**config.mk**
```make
export PLATFORM = sky130hd
export DESIGN_NAME = swm_cell
export DESIGN_NICKNAME = d
export VERILOG_FILES = /design/src/design/swm_pkg.sv /design/src/design/swm_cell.sv
export SDC_FILE = /design/constraint.sdc
export NUM_CORES = 1
export LEC_CHECK = 0
export BUFFER_PORTS_ARGS = -buffer_cell sky130_fd_sc_hd__buf_2
export CAP_MARGIN = 20
export CORE_UTILIZATION = 40
export DETAILED_ROUTE_END_ITERATION = 7
export GPL_TIMING_DRIVEN = 0
export PLACE_DENSITY = 0.68
export SYNTH_ARGS = -nofsm -noshare
export SYNTH_HDL_FRONTEND = slang
export SYNTH_SLANG_ARGS = --single-unit
```
**constraint.sdc**
```tcl
create_clock -name clk -period 3.4 [get_ports clk]
set_clock_uncertainty 0.1 [all_clocks]
set_input_delay 0.34 -clock clk [delete_from_list [all_inputs] [get_ports clk]]
set_output_delay 0.34 -clock clk [all_outputs]
set_load 0.02 [all_outputs]
```
**src/design/swm_pkg.sv**
```systemverilog
// ----------------------------------------------------------------------------
// Sliding window median package
// Shared widths and the word type that the sorting cells pass to neighbors.
// ----------------------------------------------------------------------------
`default_nettype none

package swm_pkg;

    localparam int SAMPLE_W   = 32;
    localparam int OUT_W      = 33;
    localparam int MAX_WINDOW = 64;
    localparam int AGE_W      = $clog2(MAX_WINDOW);
    localparam int LEN_W      = AGE_W + 1;
    localparam int DATA_W     = 32;
    localparam int ADDR_W     = 3;

    // Register index of window_size.
    localparam logic REG_WINDOW_SIZE = 1'b0;

    localparam logic [LEN_W-1:0] WINDOW_RESET = LEN_W'(5);

    // What one cell shows its neighbors in the current cycle.
    typedef struct packed {
        logic [SAMPLE_W-1:0] value;   // stored sample
        logic [AGE_W-1:0]    age;     // samples that arrived after this one
        logic                active;  // cell lies inside the window
        logic                gt;      // stored sample is above the incoming one
        logic                del;     // this cell holds the oldest sample
        logic                after;   // the oldest sample sits here or further left
    } swm_cell_t;

endpackage

`default_nettype wire

```
**src/design/swm_cell.sv**
```systemverilog
// ----------------------------------------------------------------------------
// Sliding window median sorting cell
// One slot of the sorted window: drops the oldest word and inserts a new one.
// ----------------------------------------------------------------------------
`default_nettype none

module swm_cell (
    input  wire logic                             clk,
    input  wire logic [swm_pkg::AGE_W-1:0]        idx,
    input  wire logic [swm_pkg::LEN_W-1:0]        win_len,
    input  wire logic                             clear,
    input  wire logic                             shift,
    input  wire logic [swm_pkg::SAMPLE_W-1:0]     x,
    input  wire swm_pkg::swm_cell_t               left,
    input  wire swm_pkg::swm_cell_t               right,
    output swm_pkg::swm_cell_t                    me
);

    logic [swm_pkg::SAMPLE_W-1:0] val_reg;
    logic [swm_pkg::SAMPLE_W-1:0] val_next;
    logic [swm_pkg::AGE_W-1:0]    age_reg;
    logic [swm_pkg::AGE_W-1:0]    age_next;
    logic [swm_pkg::AGE_W-1:0]    last_age;

    logic [swm_pkg::SAMPLE_W-1:0] ri_val;
    logic [swm_pkg::AGE_W-1:0]    ri_age;
    logic                         ri_gt;
    logic [swm_pkg::SAMPLE_W-1:0] rm_val;
    logic [swm_pkg::AGE_W-1:0]    rm_age;
    logic                         rm_gt;

    assign last_age = swm_pkg::AGE_W'(win_len - swm_pkg::LEN_W'(1));

    always_comb
    begin
        me.value  = val_reg;
        me.age    = age_reg;
        me.active = {1'b0, idx} < win_len;
        me.gt     = me.active && ($signed(val_reg) > $signed(x));
        me.del    = me.active && (age_reg == last_age);
        me.after  = left.after || me.del;
    end

    // With the oldest word removed, the window shifts left from its slot on.
    // Slot i then takes the removed-window entry at i, the new word, or the
    // entry at i-1, whichever keeps the order.
    always_comb
    begin
        if (me.after)
        begin
            ri_val = right.value;
            ri_age = right.age;
            ri_gt  = right.active ? right.gt : 1'b1;
        end
        else
        begin
            ri_val = val_reg;
            ri_age = age_reg;
            ri_gt  = me.gt;
        end

        if (left.after)
        begin
            rm_val = val_reg;
            rm_age = age_reg;
            rm_gt  = me.gt;
        end
        else
        begin
            rm_val = left.value;
            rm_age = left.age;
            rm_gt  = left.gt;
        end

        if (!ri_gt)
        begin
            val_next = ri_val;
            age_next = ri_age + swm_pkg::AGE_W'(1);
        end
        else if (!rm_gt)
        begin
            val_next = x;
            age_next = '0;
        end
        else
        begin
            val_next = rm_val;
            age_next = rm_age + swm_pkg::AGE_W'(1);
        end
    end

    always_ff @(posedge clk)
    begin
        if (clear)
        begin
            val_reg <= '0;
            age_reg <= idx;
        end
        else if (shift && me.active)
        begin
            val_reg <= val_next;
            age_reg <= age_next;
        end
    end

endmodule

`default_nettype wire

```
* Word-level counts from Yosys, hierarchy flattened *
Index checks and enable logic that the tools add are counted.

operators by class
  $add $sub $neg = 3
  order comparisons = 2
  equal/unequal tests = 2
  mux-type cells = 13
  reduce and logical (&&, ||, !) cells = 7

operators by type and width
  cell                                               count
  2-to-1 mux 32 bit                                  4
  2-to-1 mux 6 bit                                   6
  greater-than comparator 32 bit                     1
  adder 6 x 1 -> 6 bit (second input constant)       2
  less-than comparator 6 x 7 -> 1 bit                1
  equality test 6 bit                                1
  subtractor 6 x 1 -> 6 bit (second input constant)  1
  nonzero test 2 bit                                 2
  logical AND 1 bit                                  3
  2-to-1 mux 1 bit                                   3
  inequality test 3 bit (second input constant)      1
  AND reduction 3 bit                                1
  logical OR 1 bit                                   1

word-level totals
  register bits = 38
  input port bits = 132
  output and inout port bits = 42

* Logic depth before layout (Yosys ltp) *
  word-level depth = 9
  mapped depth = 13
  depth with buffers taken out = 11

* Worst setup path after synthesis *
OpenSTA, ideal clock, no wires.

  path type = flip-flop to flip-flop
  start = register age_reg[3] (netlist bit)
  end = register age_reg[4] (netlist bit), data pin
  library setup time = 256 ps
  arrival time = 2749 ps
  setup slack = 295 ps
  stages on the path, launching flop included = 12
  path through = edfxtp_1 -> xor2_1 -> xnor2_1 -> o2111ai_1 -> o41ai_4 -> buf_6 -> buf_4 -> mux2_2 -> ha_1 -> nand3_1 -> a21oi_1 -> o22a_1

on the way
  word-level cells in the longest chain between the ends = 8
  elaborated cells between the ends (all ways) = 12
  classes of those cells = add/sub (2); eq/ne (1); mux (7); reduce/logical (2)

ends and longest elaborated chain
  element                   line             text
  start: declaration        swm_cell.sv:21   logic [swm_pkg::AGE_W-1:0] age_reg;
  start signal: assignment  swm_cell.sv:97   age_reg <= idx;
  start signal: assignment  swm_cell.sv:102  age_reg <= age_next;
  equality test 6 bit       swm_cell.sv:40   me.del = me.active && (age_reg == last_age);
  logical AND 1 bit         swm_cell.sv:40
  logical OR 1 bit          swm_cell.sv:41   me.after = left.after || me.del;
  2-to-1 mux 6 bit          swm_cell.sv:49   if (me.after)
  adder 6 x 1 -> 6 bit      swm_cell.sv:78   age_next = ri_age + swm_pkg::AGE_W'(1);
  2-to-1 mux 6 bit (*)      swm_cell.sv:75   if (!ri_gt)
  2-to-1 mux 6 bit (*)      swm_cell.sv:99   else if (shift && me.active)
  2-to-1 mux 6 bit (*)      swm_cell.sv:94   if (clear)

Every way passes the cells marked *; elsewhere a longest branch is shown, timed or not. The select of a mux whose other input is x is not followed.
A chain may end at the register's enable or synchronous reset.

* Worst setup path in the final report *
  start = register val_reg[7] (netlist bit)
  end = register val_reg[1] (netlist bit)

on the way
  word-level cells in the longest chain between the ends = 5
  elaborated cells between the ends (all ways) = 9
  classes of those cells = order compare (1); eq/ne (1); mux (4); reduce/logical (3)

ends and longest elaborated chain
  element                                                                    line                            text
  start: declaration                                                         swm_cell.sv:19                  logic [swm_pkg::SAMPLE_W-1:0] val_reg;
  start signal: assignment                                                   swm_cell.sv:101                 val_reg <= val_next;
  greater-than comparator 32 bit (*)                                         swm_cell.sv:39                  me.gt = me.active && ($signed(val_reg) > $signed(x));
  logical AND 1 bit (*)                                                      swm_cell.sv:39
  2-to-1 mux 1 bit (on tied branches)                                        swm_cell.sv:49, swm_cell.sv:62
  inequality test 3 bit (no source line), or another cell as far along       n/a
  AND reduction 3 bit (no source line) or 2-to-1 mux 32 bit (tied branches)  n/a

Every way passes the cells marked *; elsewhere a longest branch is shown, timed or not.

==> flow_metrics.py <==
metrics = {
    "run_status": {
        "status": "finished, final reports clean",
    },
    "logic_synthesis": {
        "synth_nets": 693,
        "synthesis.instances": 521,
        "ys_warn_count": 0,
        "synth-seq-cells": 38,
        "syn_avg_cell_area_um2": 8.14,
        "yosysSeqAreaShare_pct": 19.4,
        "synthDistinctLibCells": 57,
        "synth_edf_count": 6,
        "synthArstFlopShare_pct": 0,
        "synth_flop_cell": "dfxtp_1",
        "syn_area_um2": 4240,
    },
    "worst_setup_path": {
        "end_kind": "register",
        "cp.required_ps": 3460,
        "cp.arrival_ps": 3390,
        "start_kind": "register",
        "crit_type": "reg2reg",
        "crit_fanout": 10,
    },
    "global_route": {
        "grtUsageTotal_pct": 26.1,
        "grt_pass1_vias": 4751,
        "grt.overflow.total": 0,
        "antenna_found_initial": 0,
        "grt_pass1_wl_um": 23300,
        "grt_max_degree": 12,
    },
    "sta": {
        "slew_violations": 0,
        "clock.fmax_mhz": 301,
        "setup_viol": 0,
        "finalHoldViolCount": 0,
        "tightest_slew_ps": 530,
        "slew-limit-headroom_pct": 64.6,
        "min_period_ps": 3330,
        "worst_slack_ps": 74.8,
        "worst_hold_slack_ps": 270,
        "period_share_pct": 97.8,
    },
    "floorplanning": {
        "ioPinCount": 174,
        "rows": 37,
        "die_area_um2": 11000,
        "die_w_um": 105,
        "die_height_um": 105,
        "core_um2": 10300,
        "start_util_pct": 41.2,
    },
    "placement": {
        "pre_cts_ws_ps": -383,
        "place.port_buffers": 169,
        "dp.cells": 826,
        "hpwl_um": 11300,
        "gp_congestion": 0.920,
    },
    "clock_tree": {
        "root_buffer": "clkbuf_8",
        "numClockSinks": 38,
        "cts_buffers": 5,
        "clk_latency_ps": 290,
        "cts_max_level": 2,
        "clkTransAtPathRegs_ps": 80,
        "clockBufferDepth": 2,
        "tritoncts": "done",
    },
    "route": {
        "top_layer_used": "met4",
        "vias": 4823,
        "wl_met1_um": 6670,
        "drt_wl_total_um": 14700,
        "drc": 0,
        "viasPerCell": 5.75,
        "wl_met2_um": 6940,
        "dr_wl_met3_um": 878,
        "initialDrtViolationCount": 207,
        "firstDrtPassIters": 4,
        "wl_per_cell_um": 17.5,
        "ant_nets": 0,
    },
    "power_and_ir_drop": {
        "power.density_nw_per_um2": 327,
        "peakVddDrop_uv": 173,
        "p_leak_uw": 0.00254,
    },
    "finish": {
        "final_cells": 839,
        "drive_gt1_share_pct": 35.1,
        "fillCellCount": 1057,
        "area_growth_pct": 28.0,
        "largest_reg_flops": 32,
        "nets": 874,
        "antennaDiodeCount": 0,
    },
    "flow_run": {
        "cap_violations": 0,
    },
    "worst_hold_path": {
        "hold_class": "in2reg",
    },
}
## worst paths after layout
path	endpoint	depth (start not counted)	from	slack, ps
max reg2reg	val_reg[1]	10	val_reg[7]	70
min reg2reg	val_reg[11]	2	val_reg[11]	470
min	age_reg[5]	2	idx[5]	270
max	val_reg[1]	10	val_reg[7]	70
## critical path: stages (launching register included)
cell      delay, ps
dfxtp_1         390
ha_1            270
a21oi_1         160
o21ai_0         180
a221o_1         370
o31a_1          360
o211a_1         300
o31a_1          360
nand2_1         200
buf_2           350
o311ai_2        140
## routing by layer
| layer | vias to the layer above | global-route usage, % |
|---|---|---|
| li1 | 2337 | - |
| met2 | 195 | 43.9 |
| met4 | 0 | 8.05 |
| met3 | 16 | 3.12 |
| met5 | - | 0 |
| met1 | 2275 | 34.9 |
## synth_stat cells (all sizes together) (5+ instances only)
cell type,instances,area [um2]
nand3,43,215
o311ai,32,460
nand2,22,82.6
mux2i,10,100
o21ai,37,196
xnor2,7,61.3
mux2,5,56.3
inv,42,158
nand4,38,238
edfxtp,6,180
nor2b,36,225
nor2,14,52.6
o211ai,35,263
a21oi,20,104
ha,40,500
buf,15,113
clkbuf,28,105
dfxtp,32,641
## layout by cell type (no fill, tap or decap), types with 7 or more instances in the layout
cell type	n
buf_2	175
nand3_1	43
inv_1	41
ha_1	39
nand4_1	38
nor2b_1	36
o211ai_1	35
o21ai_0	34
dfxtp_1	32
o311ai_2	24
nand2_1	22
clkbuf_1	22
a21oi_1	19
nor2_1	14
mux2i_1	10
xnor2_1	7
clkbuf_2	7
## layout make-up
cell class	count	area, um2	share of cell area, %
plain buffers	43	234	4.31
well taps	136	170	3.14
repair buffers	174	883	16.3
multi-input cells	398	3070	56.6
clock buffers	7	86.3	1.59
flip-flops and latches	38	821	15.1
clock inverters	1	5.00	0.0922
inverters	42	158	2.91
## kinds of logic (layout without fill, tap and decap cells)
| group | after synthesis | count (layout) | synth area share, % |
|---|---|---|---|
| xor gates and xnor gates | 11 | 11 | 2.27 |
| buffers and inverters | 85 | 267 | 8.85 |
| muxes | 15 | 15 | 3.69 |
| and+or+nand+nor | 181 | 181 | 24.0 |
| adders and majority gates | 40 | 40 | 11.8 |
| AOI/OAI and AO/OA | 151 | 151 | 30.0 |
| DFF | 38 | 38 | 19.4 |
## timing repair
item / CTS / global route
gates resized for setup: 4 / 17
pin swaps: 2 / 6
setup buffers: 1 / 4
hold buffers: 0 / 0
setup endpoints to repair: 34 / 36
## where the power goes
part,switching [uW],internal (uW)
sequential,54.7,510
combinational,528,338
clock,179,164
total,762,1010
## per-stage QoR
stage | util, % | TNS [ps] | cell area, um2 | power, uW
6_report | 52.8 | 0 | 5430 | 1770
5_1_grt | 52.8 | -284 | 5430 | 1870
4_1_cts | 52.3 | 0 | 5370 | 1760
3_5_place_dp | 51.1 | -10030 | 5260 | 1410
3_3_place_gp | 51.1 | -7510 | 5260 | 1390
2_1_floorplan | - | 0 | 4240 | 1120
(Power assumes the default switching activity.)
